===== src/hw/rtl/qws_pkg.sv =====
// Shared types, codes and character helpers for the quoted word splitter.
// No dependencies; every other file of the block imports this package.
package qws_pkg;

    typedef enum logic [1:0] {
        QUOTE_NONE   = 2'd0,
        QUOTE_DOUBLE = 2'd1,
        QUOTE_SINGLE = 2'd2
    } t_quote;

    typedef enum logic [1:0] {
        ST_OK         = 2'd0,
        ST_ESC_AT_END = 2'd1,
        ST_OPEN_DQ    = 2'd2,
        ST_OPEN_SQ    = 2'd3
    } t_status;

    typedef enum logic {
        OP_CHAR = 1'b0,
        OP_EOL  = 1'b1
    } t_op;

    localparam logic [7:0] CH_BSLASH = 8'h5C;
    localparam logic [7:0] CH_DQUOTE = 8'h22;
    localparam logic [7:0] CH_SQUOTE = 8'h27;
    localparam logic [7:0] CH_SPACE  = 8'h20;
    localparam logic [7:0] CH_TAB    = 8'h09;
    localparam logic [7:0] CH_LF     = 8'h0A;
    localparam logic [7:0] CH_BS     = 8'h08;
    localparam logic [7:0] CH_CR     = 8'h0D;
    localparam logic [7:0] CH_LOW_T  = 8'h74;
    localparam logic [7:0] CH_LOW_N  = 8'h6E;
    localparam logic [7:0] CH_LOW_B  = 8'h62;
    localparam logic [7:0] CH_LOW_R  = 8'h72;

    typedef struct packed {
        logic       has_char;
        logic [7:0] char_out;
        logic       word_done;
        logic       line_done;
        t_status    status;
        logic [7:0] word_count;
    } t_result;

    // Space, TAB, LF, VT, FF, CR.
    function automatic logic is_blank(input logic [7:0] c);
        return (c == CH_SPACE) || (c >= CH_TAB && c <= CH_CR);
    endfunction

    function automatic logic [7:0] esc_xlate(input logic [7:0] c);
        logic [7:0] r;
        r = c;
        if (c == CH_LOW_T) r = CH_TAB;
        else if (c == CH_LOW_N) r = CH_LF;
        else if (c == CH_LOW_B) r = CH_BS;
        else if (c == CH_LOW_R) r = CH_CR;
        return r;
    endfunction

endpackage


===== src/hw/rtl/qws_in_reg.sv =====
// Input register of the quoted word splitter: holds one accepted beat.
// Depends on qws_pkg for the op code type.
module qws_in_reg (
    input  logic         i_clk,
    input  logic         i_rst_n,
    input  logic         i_valid,
    output logic         o_ready,
    input  qws_pkg::t_op i_op,
    input  logic [7:0]   i_char,
    input  logic         i_take,
    output logic         o_valid,
    output qws_pkg::t_op o_op,
    output logic [7:0]   o_char
);
    import qws_pkg::*;

    logic r_valid;
    t_op  r_op;
    logic [7:0] r_char;
    logic load;

    assign o_ready = !r_valid || i_take;
    assign load    = i_valid && o_ready;

    always_ff @(posedge i_clk) begin
        if (!i_rst_n) begin
            r_valid <= 1'b0;
        end else if (load) begin
            r_valid <= 1'b1;
        end else if (i_take) begin
            r_valid <= 1'b0;
        end
    end

    // Payload needs no reset.
    always_ff @(posedge i_clk) begin
        if (load) begin
            r_op   <= i_op;
            r_char <= i_char;
        end
    end

    assign o_valid = r_valid;
    assign o_op    = r_op;
    assign o_char  = r_char;
endmodule


===== src/hw/rtl/qws_parse.sv =====
// Tokenizer state and single-pass next-state logic for one byte or end of line.
// Depends on qws_pkg for codes, the result struct and character helpers.
module qws_parse #(
    parameter logic [7:0] COUNT_LIM = 8'd255
) (
    input  logic             i_clk,
    input  logic             i_rst_n,
    input  logic             i_go,
    input  qws_pkg::t_op     i_op,
    input  logic [7:0]       i_char,
    output logic             o_emit,
    output qws_pkg::t_result o_result
);
    import qws_pkg::*;

    t_quote     r_quote, n_quote;
    logic       r_esc, n_esc;
    logic       r_start, n_start;
    logic       r_run, n_run;
    logic       r_open, n_open;
    logic [7:0] r_words, n_words;
    logic [7:0] bumped;

    assign bumped = (r_words < COUNT_LIM) ? r_words + 8'd1 : r_words;

    always_comb begin
        n_quote = r_quote;
        n_esc   = r_esc;
        n_start = r_start;
        n_run   = r_run;
        n_open  = r_open;
        n_words = r_words;
        o_emit  = 1'b0;
        o_result = '{has_char: 1'b0, char_out: 8'd0, word_done: 1'b0,
                     line_done: 1'b0, status: ST_OK, word_count: r_words};

        if (i_op == OP_EOL) begin
            o_emit             = 1'b1;
            o_result.line_done = 1'b1;
            if (r_esc) begin
                o_result.status = ST_ESC_AT_END;
            end else if (r_quote == QUOTE_DOUBLE) begin
                o_result.status = ST_OPEN_DQ;
            end else if (r_quote == QUOTE_SINGLE) begin
                o_result.status = ST_OPEN_SQ;
            end else if (r_open) begin
                o_result.word_done  = 1'b1;
                o_result.word_count = bumped;
            end
            // Back to the start of a fresh line.
            n_quote = QUOTE_NONE;
            n_esc   = 1'b0;
            n_start = 1'b1;
            n_run   = 1'b0;
            n_open  = 1'b0;
            n_words = 8'd0;
        end else if (r_esc) begin
            n_esc             = 1'b0;
            n_open            = 1'b1;
            o_emit            = 1'b1;
            o_result.has_char = 1'b1;
            o_result.char_out = esc_xlate(i_char);
        end else if (r_quote == QUOTE_NONE && is_blank(i_char)) begin
            // Only the first blank of a run after a word closes it.
            if (!r_start && !r_run) begin
                n_run               = 1'b1;
                n_open              = 1'b0;
                n_words             = bumped;
                o_emit              = 1'b1;
                o_result.word_done  = 1'b1;
                o_result.word_count = bumped;
            end
        end else begin
            n_start = 1'b0;
            n_run   = 1'b0;
            if (i_char == CH_BSLASH) begin
                n_esc = 1'b1;
            end else if ((r_quote == QUOTE_DOUBLE && i_char == CH_DQUOTE) ||
                         (r_quote == QUOTE_SINGLE && i_char == CH_SQUOTE)) begin
                n_quote = QUOTE_NONE;
            end else if (r_quote == QUOTE_NONE &&
                         (i_char == CH_DQUOTE || i_char == CH_SQUOTE)) begin
                n_quote = (i_char == CH_DQUOTE) ? QUOTE_DOUBLE : QUOTE_SINGLE;
                n_open  = 1'b1;
            end else begin
                n_open            = 1'b1;
                o_emit            = 1'b1;
                o_result.has_char = 1'b1;
                o_result.char_out = i_char;
            end
        end
    end

    always_ff @(posedge i_clk) begin
        if (!i_rst_n) begin
            r_quote <= QUOTE_NONE;
            r_esc   <= 1'b0;
            r_start <= 1'b1;
            r_run   <= 1'b0;
            r_open  <= 1'b0;
            r_words <= 8'd0;
        end else if (i_go) begin
            r_quote <= n_quote;
            r_esc   <= n_esc;
            r_start <= n_start;
            r_run   <= n_run;
            r_open  <= n_open;
            r_words <= n_words;
        end
    end
endmodule


===== src/hw/rtl/qws_out_reg.sv =====
// Result register of the quoted word splitter: holds one result beat for the sink.
// Depends on qws_pkg for the result struct.
module qws_out_reg (
    input  logic             i_clk,
    input  logic             i_rst_n,
    input  logic             i_load,
    input  qws_pkg::t_result i_result,
    output logic             o_free,
    output logic             o_valid,
    input  logic             i_ready,
    output qws_pkg::t_result o_result
);
    import qws_pkg::*;

    logic    r_valid;
    t_result r_result;

    // Free when empty or when the held beat leaves this cycle.
    assign o_free = !r_valid || i_ready;

    always_ff @(posedge i_clk) begin
        if (!i_rst_n) begin
            r_valid <= 1'b0;
        end else if (o_free) begin
            r_valid <= i_load;
        end
    end

    always_ff @(posedge i_clk) begin
        if (o_free && i_load) begin
            r_result <= i_result;
        end
    end

    assign o_valid  = r_valid;
    assign o_result = r_result;
endmodule


===== src/hw/rtl/quoted_word_splitter.sv =====
// Shell-style word splitter: turns a byte stream into words, one byte per beat.
// Top level; instantiates qws_in_reg, qws_parse and qws_out_reg, uses qws_pkg.
//
// Each input beat is a byte or an end-of-line marker; it passes through an input
// register, one stage of flag logic and a result register, so one beat is taken
// every cycle while the sink keeps up. Quotes, escape backslashes and skipped
// whitespace give no result beat. The end-of-line beat always gives a result
// with the line status and word count, and clears the tokenizer for the next
// line. The count saturates at the smaller of MAX_WORDS and 255.
module quoted_word_splitter #(
    parameter int MAX_WORDS = 255
) (
    input  logic       i_clk,
    input  logic       i_rst_n,
    input  logic       i_in_valid,
    output logic       o_in_ready,
    input  logic       i_op,
    input  logic [7:0] i_char_code,
    output logic       o_out_valid,
    input  logic       i_out_ready,
    output logic       o_has_char,
    output logic [7:0] o_char_out,
    output logic       o_word_done,
    output logic       o_line_done,
    output logic [1:0] o_status,
    output logic [7:0] o_word_count
);
    import qws_pkg::*;

    localparam int         CountLimInt = (MAX_WORDS > 255) ? 255 : MAX_WORDS;
    localparam logic [7:0] CountLim    = 8'(CountLimInt);

    logic       st_valid;
    t_op        st_op;
    logic [7:0] st_char;
    logic       go;
    logic       emit;
    logic       out_free;
    t_result    res;
    t_result    out_res;

    // Advance the staged beat whenever the result register can take its outcome.
    assign go = st_valid && out_free;

    qws_in_reg u_in (
        .i_clk   (i_clk),
        .i_rst_n (i_rst_n),
        .i_valid (i_in_valid),
        .o_ready (o_in_ready),
        .i_op    (t_op'(i_op)),
        .i_char  (i_char_code),
        .i_take  (go),
        .o_valid (st_valid),
        .o_op    (st_op),
        .o_char  (st_char)
    );

    qws_parse #(
        .COUNT_LIM (CountLim)
    ) u_parse (
        .i_clk    (i_clk),
        .i_rst_n  (i_rst_n),
        .i_go     (go),
        .i_op     (st_op),
        .i_char   (st_char),
        .o_emit   (emit),
        .o_result (res)
    );

    qws_out_reg u_out (
        .i_clk    (i_clk),
        .i_rst_n  (i_rst_n),
        .i_load   (go && emit),
        .i_result (res),
        .o_free   (out_free),
        .o_valid  (o_out_valid),
        .i_ready  (i_out_ready),
        .o_result (out_res)
    );

    assign o_has_char   = out_res.has_char;
    assign o_char_out   = out_res.char_out;
    assign o_word_done  = out_res.word_done;
    assign o_line_done  = out_res.line_done;
    assign o_status     = out_res.status;
    assign o_word_count = out_res.word_count;

    a_char_not_boundary: assert property (@(posedge i_clk) disable iff (!i_rst_n)
        o_out_valid && o_has_char |-> !o_word_done && !o_line_done)
        else $error("char beat also marks a boundary");

    a_error_only_at_eol: assert property (@(posedge i_clk) disable iff (!i_rst_n)
        o_out_valid && (o_status != ST_OK) |-> o_line_done && !o_word_done)
        else $error("error status outside a clean end of line");

    a_count_limit: assert property (@(posedge i_clk) disable iff (!i_rst_n)
        o_out_valid |-> o_word_count <= CountLim)
        else $error("word count beyond its limit");

    a_stall_holds_stage: assert property (@(posedge i_clk) disable iff (!i_rst_n)
        st_valid && !out_free |=> st_valid && $stable(st_char) && $stable(st_op))
        else $error("staged beat lost while the result register is full");
endmodule

===== config.mk =====
export PLATFORM = sky130hd
export DESIGN_NAME = quoted_word_splitter
export DESIGN_NICKNAME = d
export VERILOG_FILES = /design/src/hw/rtl/qws_pkg.sv /design/src/hw/rtl/qws_in_reg.sv /design/src/hw/rtl/qws_parse.sv /design/src/hw/rtl/qws_out_reg.sv /design/src/hw/rtl/quoted_word_splitter.sv
export SDC_FILE = /design/constraint.sdc
export NUM_CORES = 1
export LEC_CHECK = 0
export ABC_AREA = 1
export BUFFER_PORTS_ARGS = -buffer_cell sky130_fd_sc_hd__buf_2
export CAP_MARGIN = 20
export CORE_UTILIZATION = 35
export DETAILED_ROUTE_END_ITERATION = 10
export HOLD_SLACK_MARGIN = 0.08
export PLACE_DENSITY = 0.63
export SETUP_SLACK_MARGIN = 0.4
export SLEW_MARGIN = 20
export SYNTH_ARGS = -nofsm -noshare
export SYNTH_HDL_FRONTEND = slang
export SYNTH_HIERARCHICAL = 1
export SYNTH_SLANG_ARGS = --single-unit

===== constraint.sdc =====
create_clock -name i_clk -period 3.9 [get_ports i_clk]
set_input_delay 0.585 -clock i_clk [delete_from_list [all_inputs] [get_ports i_clk]]
set_output_delay 0.585 -clock i_clk [all_outputs]
set_load 0.05 [all_outputs]

=== After elaboration in Yosys (flattened, before gate mapping) ===
Cells that the tools add are included.

* Add/subtract/negate cells: 1
* Order comparisons: 3
* Equality and inequality tests: 17
* Multiplexer cells: 63
* Bitwise logic cells: 1
* Reductions and logical operators: 27

{| class="wikitable"
|+ Operators with widths
! kind !! number
|-
| 2-to-1 mux 8 bit || 14
|-
| 2-to-1 mux 9 bit || 5
|-
| == test 8 x 7 -> 1 bit (second input constant) || 5
|-
| 2-to-1 mux 1 bit || 33
|-
| == test 8 x 6 -> 1 bit (second input constant) || 3
|-
| 2-to-1 mux 2 bit || 10
|-
| logical AND 1 bit || 10
|-
| adder 8 x 1 -> 8 bit (second input constant) || 1
|-
| >= comparator 8 x 4 -> 1 bit (second input constant) || 1
|-
| <= comparator 8 x 4 -> 1 bit (second input constant) || 1
|-
| less-than comparator 8 bit (second input constant) || 1
|-
| inequality test 4 x 2 -> 1 bit (second input constant) || 2
|-
| inequality test 2 bit (second input constant) || 3
|-
| AND reduction 3 bit || 2
|-
| logical OR 1 bit || 5
|-
| AND reduction 5 bit || 1
|-
| logical NOT 1 bit || 4
|-
| inequality test 4 x 3 -> 1 bit (second input constant) || 1
|-
| AND reduction 4 bit || 1
|-
| 2-to-1 mux 3 bit || 1
|-
| inequality test 3 bit (second input constant) || 1
|-
| nonzero test 3 bit || 1
|-
| == test 2 x 1 -> 1 bit (second input constant) || 1
|-
| == test 2 bit (second input constant) || 1
|-
| other kinds (4) || 4
|}

* Bits in registers: 46
* Input port bits: 13
* Output and inout port bits: 23
* Word-level logic and storage cells: 129

=== Longest topological paths before layout ===
Gate-level depths: netlist of run 1.

* Word-level depth: 11
* Mapped depth: 13

=== Cells and area by module ===
Netlist of run 1, hierarchy kept.

{| class="wikitable"
|+ By module, submodules not included
! module !! times used !! cells each !! area each (sq um) !! seq. area each (sq um)
|-
| qws_parse || 1 || 273 || 1,556.5 || 280.3
|-
| qws_out_reg || 1 || 28 || 681.9 || 650.6
|-
| qws_in_reg || 1 || 16 || 321.6 || 290.3
|-
| quoted_word_splitter || 1 || 4 || 17.5 || 0.0
|}

=== Least setup slack after synthesis of run 1 ===
No wires, ideal clock.

* Path kind: flip-flop to flip-flop
* Start: reg u_in.r_char[2], in the netlist u_in/o_char[2]
* End: reg u_out.r_result (netlist bit u_out/o_result[0]), enable pin
* Arrival time: 2,477 ps
* Slack: 1,017 ps
* Cell stages (with the launch flop): 13
* Path buffers: 0
* Period minus slack after synthesis: 2,883 ps
* Path through: edfxtp_1 > inv_1 > nor2_1 > and3_2 > nand3_1 > o21ai_2 > nor2_1 > nand3_1 > nand3_1 > inv_1 > nor2_2 > inv_1 > a21oi_1

* Word-level cells in the longest chain between the ends: 11
* Elaborated cells between the ends (all ways): 22
* Those cells by class: 2 x order compare; 4 x eq/ne; 6 x mux; 10 x reduce/logical

{| class="wikitable"
|+ Ends and longest elaborated chain
! element !! line !! text
|-
| start, declared || qws_in_reg.sv:19 || <nowiki>logic [7:0] r_char;</nowiki>
|-
| start signal, assigned || qws_in_reg.sv:39 || <nowiki>r_char <= i_char;</nowiki>
|-
| == test 8 x 6 -> 1 bit, on equally long branches || qws_parse.sv:78, qws_parse.sv:82, qws_parse.sv:79 ||
|-
| logical OR 1 bit || qws_parse.sv:82 || <nowiki>(i_char == CH_DQUOTE || i_char == CH_SQUOTE)) begin</nowiki>
|-
| logical AND 1 bit || qws_parse.sv:81 || <nowiki>end else if (r_quote == QUOTE_NONE &&</nowiki>
|-
| 2-to-1 mux 1 bit || qws_parse.sv:81 ||
|-
| 2-to-1 mux 1 bit || qws_parse.sv:78 || <nowiki>end else if ((r_quote == QUOTE_DOUBLE && i_char == CH_DQUOTE) ||</nowiki>
|-
| 2-to-1 mux 1 bit || qws_parse.sv:76 || <nowiki>if (i_char == CH_BSLASH) begin</nowiki>
|-
| 2-to-1 mux 1 bit * || qws_parse.sv:63 || <nowiki>end else if (r_quote == QUOTE_NONE && is_blank(i_char)) begin</nowiki>
|-
| 2-to-1 mux 1 bit * || qws_parse.sv:57 || <nowiki>end else if (r_esc) begin</nowiki>
|-
| 2-to-1 mux 1 bit * || qws_parse.sv:37 || <nowiki>if (i_op == OP_EOL) begin</nowiki>
|-
| net emit || quoted_word_splitter.sv:37 || <nowiki>logic emit;</nowiki>
|-
| logical AND 1 bit * || quoted_word_splitter.sv:73 || <nowiki>.i_load (go && emit),</nowiki>
|-
| logical AND 1 bit * || qws_out_reg.sv:30 || <nowiki>if (o_free && i_load) begin</nowiki>
|-
| end signal, assigned || qws_out_reg.sv:31 || <nowiki>r_result <= i_result;</nowiki>
|-
| end, declared || qws_out_reg.sv:16 || <nowiki>t_result r_result;</nowiki>
|}

Mark *: on every way through the listed nets, which the timed path passes. The rest lies on a longest branch.
A chain may end at the register's enable or synchronous reset.

=== Worst setup path after layout of run 1 ===
* Start: reg u_in.r_char[2], in the netlist u_in/o_char[2]
* End: reg u_out.r_result (netlist bit u_out/o_result[8]), enable pin

Same word-level chain as after synthesis.

==> results by group, run 1 <==
STA
  • Fmax: 0.4023 GHz
  • Share of the cycle needed by the critical path after routing: 63.73%
  • Summed negative setup slack over all endpoints: 0 ps
  • Minimum clock period: 2486 ps
  • Setup violations, final: 0
  • Total count of max-transition violations in the final report: 0
  • Fin. Hold Viols: 0
  • Largest clock skew in the final design: 8.200 ps
  • Worst-Margin Slew: 839.3 ps
  • Setup repair after global routing missed its margin: false
  • Tightest slew margin relative to the limit: 44.05%

Worst setup path
  • Register-to-Register Path Depth: 13
  • Crit path kind: reg -> reg
  • Data required time at the worst endpoint: 3880 ps
  • Launching point of the worst reg2reg path: u_in/o_char[2]$_DFFE_PP_
  • Critical Path Start Type: flip-flop
  • Crit Path Max Fanout: 21
  • Reg2Reg Capture Point: u_out/o_result[8]$_DFFE_PP_
  • Setup slack, reg-to-reg: 1410 ps
  • Arrival time at the worst endpoint: 2470 ps
  • Worst setup EP type: flip-flop

Clocking
  • Hold_buf cts: 0
  • Clock buffers created by TritonCTS: 5
  • CTS tree: yes
  • Clock tree sinks: 46
  • Number of buffers on the longest clock path: 2
  • Gates resized, CTS repair: 0
  • Clock Pin Slew Worst Setup and Hold Paths: 80 ps
  • H-tree levels: 2
  • Number of setup buffers added after CTS: 0
  • Clock insertion delay at the later pin of the skew report: 310 ps
  • Clock Root Buffer: clkbuf_8

Global route
  • First-pass GRT wire length: 9.301 mm
  • Global-route usage over all layers: 15.83%
  • Antenna violations before repair: 0
  • Maximum number of pins on one net before global-route repair: 27
  • Number of global-route vias before repair: 1995
  • Gr ovfl total: 0

Synth
  • Most repeated cell in the gate-level netlist after synthesis: nand2_1
  • Sequential share of the synthesized area: 47.38%
  • Share of the synthesized area in compound gates (AO/OA/AOI/OAI): 15.78%
  • Post-synthesis share of cell area spent on and, or, nand and nor gates: 25.49%
  • Largest area contributor in the synthesized netlist: edfxtp_1
  • Main combinational cell family by area after synthesis: simple AND/OR/NAND/NOR gates
  • XOR/XNOR share of the synthesized area: 0.6796%
  • List of most frequent post-synthesis cells: nand2_1, inv_1, nor2_1
  • Flops & latches, synth: 46
  • Count of mapped cells out of synthesis: 321
  • Net count of the mapped netlist: 338
  • Fraction of the mapped netlist area in adder cells: 1.942%
  • Count of warnings emitted by yosys: 6
  • Async SR Flop Fraction: 0%
  • Number of flops mapped to enable cells by yosys: 30
  • Mapped Area: 0.002577 mm²
  • Mux contribution to synthesized area: 0%
  • Mean instance size in the synthesized netlist: 8.030 µm²
  • Post-synth top area share: 34.95%
  • Ys flop type: edfxtp_1
  • Most area-consuming cells after synthesis: edfxtp_1, dfxtp_1, nand2_1
  • Number of distinct library cell variants in the gate-level netlist after synthesis: 38

Min path
  • End of the worst hold path: u_in/o_char[6]$_DFFE_PP_
  • Classification of the worst-slack hold path: in -> reg
  • Cell depth of the worst hold path: 1
  • Origin of the worst min-delay path: i_char_code[6]

Run status
  • Result of the run: completed

Place
  • Number of port buffers: 35
  • Inst Count DP: 443
  • RePlAce Congestion: 0.8678
  • Placed wire-length estimate after detailed placement: 3.992 mm

Die
  • Die Ht: 87.82 µm
  • Ports: 36
  • Die extent in x: 87.82 µm
  • Total number of placement rows: 30
  • Core area: 0.006944 mm²
  • Die area: 0.007711 mm²
  • Initial core utilization: 37.12%

Layout
  • Final-stage net count: 371
  • Finished Core Util: 42.36%
  • Number of diodes: 0
  • Final non-filler cell total: 451
  • Share of final-layout standard cells stronger than drive strength 1: 21.13%
  • Synth-to-layout area growth: 14.13%

Route
  • Post-detailed-route via-to-cell ratio: 4.820
  • Initial DRC count: 193
  • Routed vias: 2174
  • Number of design rule violations left after detail routing: 0
  • Count of nets left with antenna violations after detail routing: 0
  • Average routed wire per standard cell: 12.24 µm
  • Detailed Route WL: 5.518 mm
  • Number of detailed-routing iterations run before antenna repair: 4

Power and ir drop
  • Power share of the combinational group: 19.2%
  • Total power: 1.169 mW
  • Relative contribution of sequential cells to total power: 50.2%
  • Net load switching power: 356.7 µW
  • Leak pwr: 1.279 nW
  • Clock network power share: 30.6%
  • Share of total power consumed by net switching: 30.50%
  • Maximum resistive drop on vdd: 0.0001585 V
  • Pwr/cell area: 397.5 mW/mm²
  • Pint: 812.6 µW

Run
  • Max Cap Viol: 0
[sequential cells by signal, summed over array words and instances (netlist names)]
signal,flops
u_in/o_op,1
u_parse/r_run,1
u_in/o_char,8
u_parse/r_start,1
u_parse/r_open,1
u_out/o_result,21
u_out/o_valid,1
u_parse/r_esc,1
u_parse/r_quote,2
u_in/o_valid,1
u_parse/r_words,8
[worst max-delay path: stages, from the launching register on]
cell	delay (ps)
edfxtp_1	450
inv_1	120
nor2_1	60
and3_2	190
nand3_1	100
o21ai_2	90
nor2_1	140
nand3_1	210
nand3_1	150
inv_1	70
nor2_2	100
inv_1	70
a21oi_2	110
buf_4	310
[per-stage QoR]
| step | worst slack, ps | cell area (µm²) | hold WS (ps) |
|---|---|---|---|
| 5_1_grt | 1135 | 2942 | 438.6 |
| 3_5_place_dp | 1420 | 2831 | 446.8 |
| 2_1_floorplan | 1017 | 2577 | 429.9 |
| 6_report | 1414 | 2942 | 454.6 |
| 4_1_cts | 1400 | 2942 | 442.9 |
| 3_3_place_gp | 1441 | 2831 | 439.8 |
[routing by layer]
layer | GRT usage (%) | up-vias | wire length (µm)
li1 | - | 1147 | -
met1 | 21.19 | 963 | 2729
met2 | 25.16 | 58 | 2435
met3 | 2.828 | 6 | 254
met4 | 6.706 | 0 | 99
met5 | 0 | - | 0
[area by class of cell]
type	instances	area (µm²)
Timing Repair Buffer	37	190.2
Clock buffer	6	72.57
Multi-Input combinational cell	220	1135
Clock inverter	2	37.54
Tap cell	96	120.1
Sequential cell	46	1221
Fill cell	712	4003
Inverter	44	165.2
[how the worst max path moves through the flow]
stage	from	end	slack, ps	cells after the start
after global placement	i_out_ready	u_in/o_char[6]$_DFFE_PP_	1440	7
after floorplan	u_in/o_char[2]$_DFFE_PP_	u_out/o_result[0]$_DFFE_PP_	1020	12
after global routing	u_in/o_char[2]$_DFFE_PP_	u_out/o_result[12]$_DFFE_PP_	1130	13
after CTS	u_in/o_char[2]$_DFFE_PP_	u_out/o_result[14]$_DFFE_PP_	1400	13
after detailed placement	i_out_ready	u_in/o_char[6]$_DFFE_PP_	1420	7
final	u_in/o_char[2]$_DFFE_PP_	u_out/o_result[8]$_DFFE_PP_	1410	13
[power groups by stage]
stage | sequential (mW) | combinational (mW) | clock (mW)
floorplan | 0.652 | 0.118 | 0
global placement | 0.598 | 0.222 | 0
detailed placement | 0.598 | 0.226 | 0
CTS | 0.587 | 0.226 | 0.365
global route | 0.593 | 0.251 | 0.385
finish | 0.587 | 0.225 | 0.357
[cell families after synthesis]
family	Yosys count
AOI/OAI and AO/OA	70
xor gates and xnor gates	2
adders and majority gates	4
buffers and inverters	55
DFF	46
and+or+nand+nor	144
[cell usage in the layout (no fill, tap or decap), types with 2 or more instances in the layout]
| cell type | n |
|---|---|
| a211oi_1 | 2 |
| a21oi_1 | 15 |
| a21oi_2 | 6 |
| buf_2 | 35 |
| buf_4 | 2 |
| clkbuf_8 | 5 |
| dfxtp_1 | 16 |
| edfxtp_1 | 30 |
| ha_1 | 4 |
| inv_1 | 37 |
| inv_2 | 6 |
| nand2_1 | 60 |
| nand2_2 | 7 |
| nand3_1 | 23 |
| nand4_1 | 6 |
| nor2_1 | 32 |
| nor2_2 | 4 |
| nor3_1 | 6 |
| o21ai_0 | 29 |
| o21ai_1 | 6 |
| o21ai_2 | 3 |
| o221ai_1 | 2 |
| o22ai_1 | 2 |
| xor2_1 | 2 |
Note: power is estimated with default switching activity, not from simulation.
==> inputs of run 2 (changes only) <==
- PLACE_DENSITY: 0.63 -> 0.65
- clock period: 3.9 -> 2 ns (I/O delays scaled with it)
==> results by group, run 2 (synthesis results as in run 1) <==
Layout
  • Share of final-layout standard cells stronger than drive strength 1: 45.81% (was 21.13%)
  • Finished Core Util: 53.17% (was 42.36%)
  • Largest register FFs: 21 (unchanged)
  • Highest-count cells in the layout ignoring fill and taps: nand2_1, buf_4, buf_2 (was nand2_1, inv_1, buf_2)
  • Synth-to-layout area growth: 43.25% (was 14.13%)
  • Final-stage net count: 422 (was 371)
  • Number of diodes: 0 (unchanged)
  • Most common cell after layout, fill and taps aside: nand2_1 (unchanged)
  • Final instance area: 0.003692 mm² (was 0.002942 mm²)

Clocking
  • Clock buffers created by TritonCTS: 5 (unchanged)
  • Clock Pin Slew Worst Setup and Hold Paths: 90 ps (was 80 ps)
  • Number of buffers on the longest clock path: 2 (unchanged)
  • Clock insertion delay at the later pin of the skew report: 310 ps (about the same)
  • CTS tree: yes (unchanged)
  • Clock Root Buffer: clkbuf_8 (unchanged)
  • Hold_buf cts: 0 (unchanged)
  • Clock tree sinks: 46 (unchanged)
  • H-tree levels: 2 (unchanged)

Route
  • Number of design rule violations left after detail routing: 0 (unchanged)
  • Routed vias: 2564 (was 2174)
  • Detailed Route WL: 6.848 mm (was 5.518 mm)
  • Number of detailed-routing iterations run before antenna repair: 5 (was 4)
  • Post-detailed-route via-to-cell ratio: 5.108 (was 4.820)
  • Count of nets left with antenna violations after detail routing: 0 (unchanged)
  • Average routed wire per standard cell: 13.64 µm (was 12.24 µm)
  • Initial DRC count: 299 (was 193)

Worst setup path
  • Arrival time at the worst endpoint: 2190 ps (was 2470 ps)
  • Timing startpoint of the critical path: u_in/o_char[6]$_DFFE_PP_ (was u_in/o_char[2]$_DFFE_PP_)
  • Crit path kind: reg -> reg (unchanged)
  • Data required time at the worst endpoint: 2070 ps (was 3880 ps)
  • Register-to-Register Path Depth: 14 (was 13)
  • Worst path slowest cell: edfxtp_1 (unchanged)
  • Stage delay of the slowest cell on the critical path: 400 ps (was 450 ps)
  • Cells along the critical path: nor2_2 -> inv_2 -> nor2_4 -> nand2_2 -> a21oi_2 -> nor2_2 -> nand3_2 -> nand3_2 -> inv_2 -> nor2_2 -> inv_2 -> a21oi_4 -> buf_6 -> buf_12 (was inv_1 -> nor2_1 -> and3_2 -> nand3_1 -> o21ai_2 -> nor2_1 -> nand3_1 -> nand3_1 -> inv_1 -> nor2_2 -> inv_1 -> a21oi_2 -> buf_4)
  • Crit Path Max Fanout: 11 (was 21)
  • Critical Path Start Type: flip-flop (unchanged)
  • Launching point of the worst reg2reg path: u_in/o_char[6]$_DFFE_PP_ (was u_in/o_char[2]$_DFFE_PP_)
  • Worst setup EP type: flip-flop (unchanged)

Min path
  • Origin of the worst min-delay path: i_char_code[6] (unchanged)
  • Cell depth of the worst hold path: 1 (unchanged)
  • Classification of the worst-slack hold path: in -> reg (unchanged)

Power and ir drop
  • Total power: 2.453 mW (was 1.169 mW)
  • Maximum resistive drop on vdd: 0.0003387 V (was 0.0001585 V)
  • Pwr/cell area: 664.4 mW/mm² (was 397.5 mW/mm²)
  • Leak pwr: 1.585 nW (was 1.279 nW)

Die
  • Die extent in x: 87.82 µm (unchanged)
  • Die area: 0.007711 mm² (unchanged)
  • Initial core utilization: 37.12% (unchanged)
  • Ports: 36 (unchanged)
  • Total number of placement rows: 30 (unchanged)
  • Die Ht: 87.82 µm (unchanged)
  • Core area: 0.006944 mm² (unchanged)

Place
  • RePlAce Congestion: 0.9554 (was 0.8678)
  • Post-DP Area: 0.003000 mm² (was 0.002831 mm²)
  • Placed wire-length estimate after detailed placement: 4.196 mm (was 3.992 mm)
  • Number of port buffers: 35 (unchanged)

STA
  • Min Hold Slack: 166.3 ps (was 454.6 ps)
  • Largest clock skew in the final design: 10.06 ps (was 8.200 ps)
  • Worst-Margin Slew: 560.5 ps (was 839.3 ps)
  • Fmax: 0.4724 GHz (was 0.4023 GHz)
  • Setup repair after global routing missed its margin: true (was false)
  • Tightest slew margin relative to the limit: 62.49% (was 44.05%)
  • Minimum clock period: 2117 ps (was 2486 ps)
  • Least setup slack across all paths after layout: -117.1 ps (was 1414 ps)
  • Setup violations, final: 32 (was 0)
  • Total count of max-transition violations in the final report: 0 (unchanged)
  • Fin. Hold Viols: 0 (unchanged)
  • Share of the cycle needed by the critical path after routing: 105.9% (was 63.73%)

Run
  • Max Cap Viol: 0 (unchanged)

Global route
  • Number of global-route vias before repair: 2340 (was 1995)
  • First-pass GRT wire length: 11.05 mm (was 9.301 mm)
  • Maximum number of pins on one net before global-route repair: 22 (was 27)
  • Global-route usage over all layers: 18.40% (was 15.83%)
  • Antenna violations before repair: 0 (unchanged)
  • Gr ovfl total: 0 (unchanged)

Run status
  • Result of the run: complete, but fails checks (was completed)
  • Violated checks: setup timing
==> run 2: cell type report <==
type | instances | area (µm²)
clock buffers | 5 | 68.82
clock inverters | 3 | 45.04
fillers | 597 | 3252
inverters | 44 | 165.2
multi-input cells | 220 | 1395
flip-flops and latches | 46 | 1230
well taps | 96 | 120.1
repair buffers | 88 | 668.1
==> run 2: timing repair <==
| item | in CTS | in global routing |
|---|---|---|
| pin swaps | 16 | 12 |
| cloned | 1 | 0 |
| setup buffers | 27 | 9 |
| setup endpoints to repair | 50 | 54 |
| hold endpoints to repair | 0 | 0 |
| gates resized for setup | 59 | 31 |
==> run 2: through the flow <==
step	TNS, ps	worst slack (ps)	std cells
floorplan	-1980	-94.28	321
global placement	0	44.77	457
finish	-2955	-117.1	502
global route	-5676	-187.0	502
detailed placement	-967.8	-47.86	457
CTS	-289.3	-25.20	493
==> run 2: routing by layer <==
layer  share of wire [%]  vias up  global-route usage, %  wire length, µm
met5                   0        -                      0                0
met4                 1.8        0                  6.855              123
met3                 6.1       11                  4.147              417
met2                  47      106                  29.67             3232
met1                  45     1198                  24.11             3075
li1                    -     1249                      -                -
==> run 2: worst max-delay path: cells and delay by family, from the launching register on <==
kind	cells	cell delay (ps)
DFF	1	400
and+or+nand+nor	7	770
buffers and inverters	5	460
AOI/OAI and AO/OA	2	250
==> run 2: final timing paths <==
| path | to | slack [ps] |
|---|---|---|
| max | u_out/o_result[14]$_DFFE_PP_ | -120 |
| min | u_in/o_char[6]$_DFFE_PP_ | 170 |
| max reg2reg | u_out/o_result[14]$_DFFE_PP_ | -120 |
| min reg2reg | u_parse/r_start$_SDFFE_PN1P_ | 490 |
==> run 2: where the power goes <==
part | internal, mW | switching (mW)
Sequential | 1.09 | 0.0489
Combinational | 0.212 | 0.398
Clock | 0.372 | 0.328
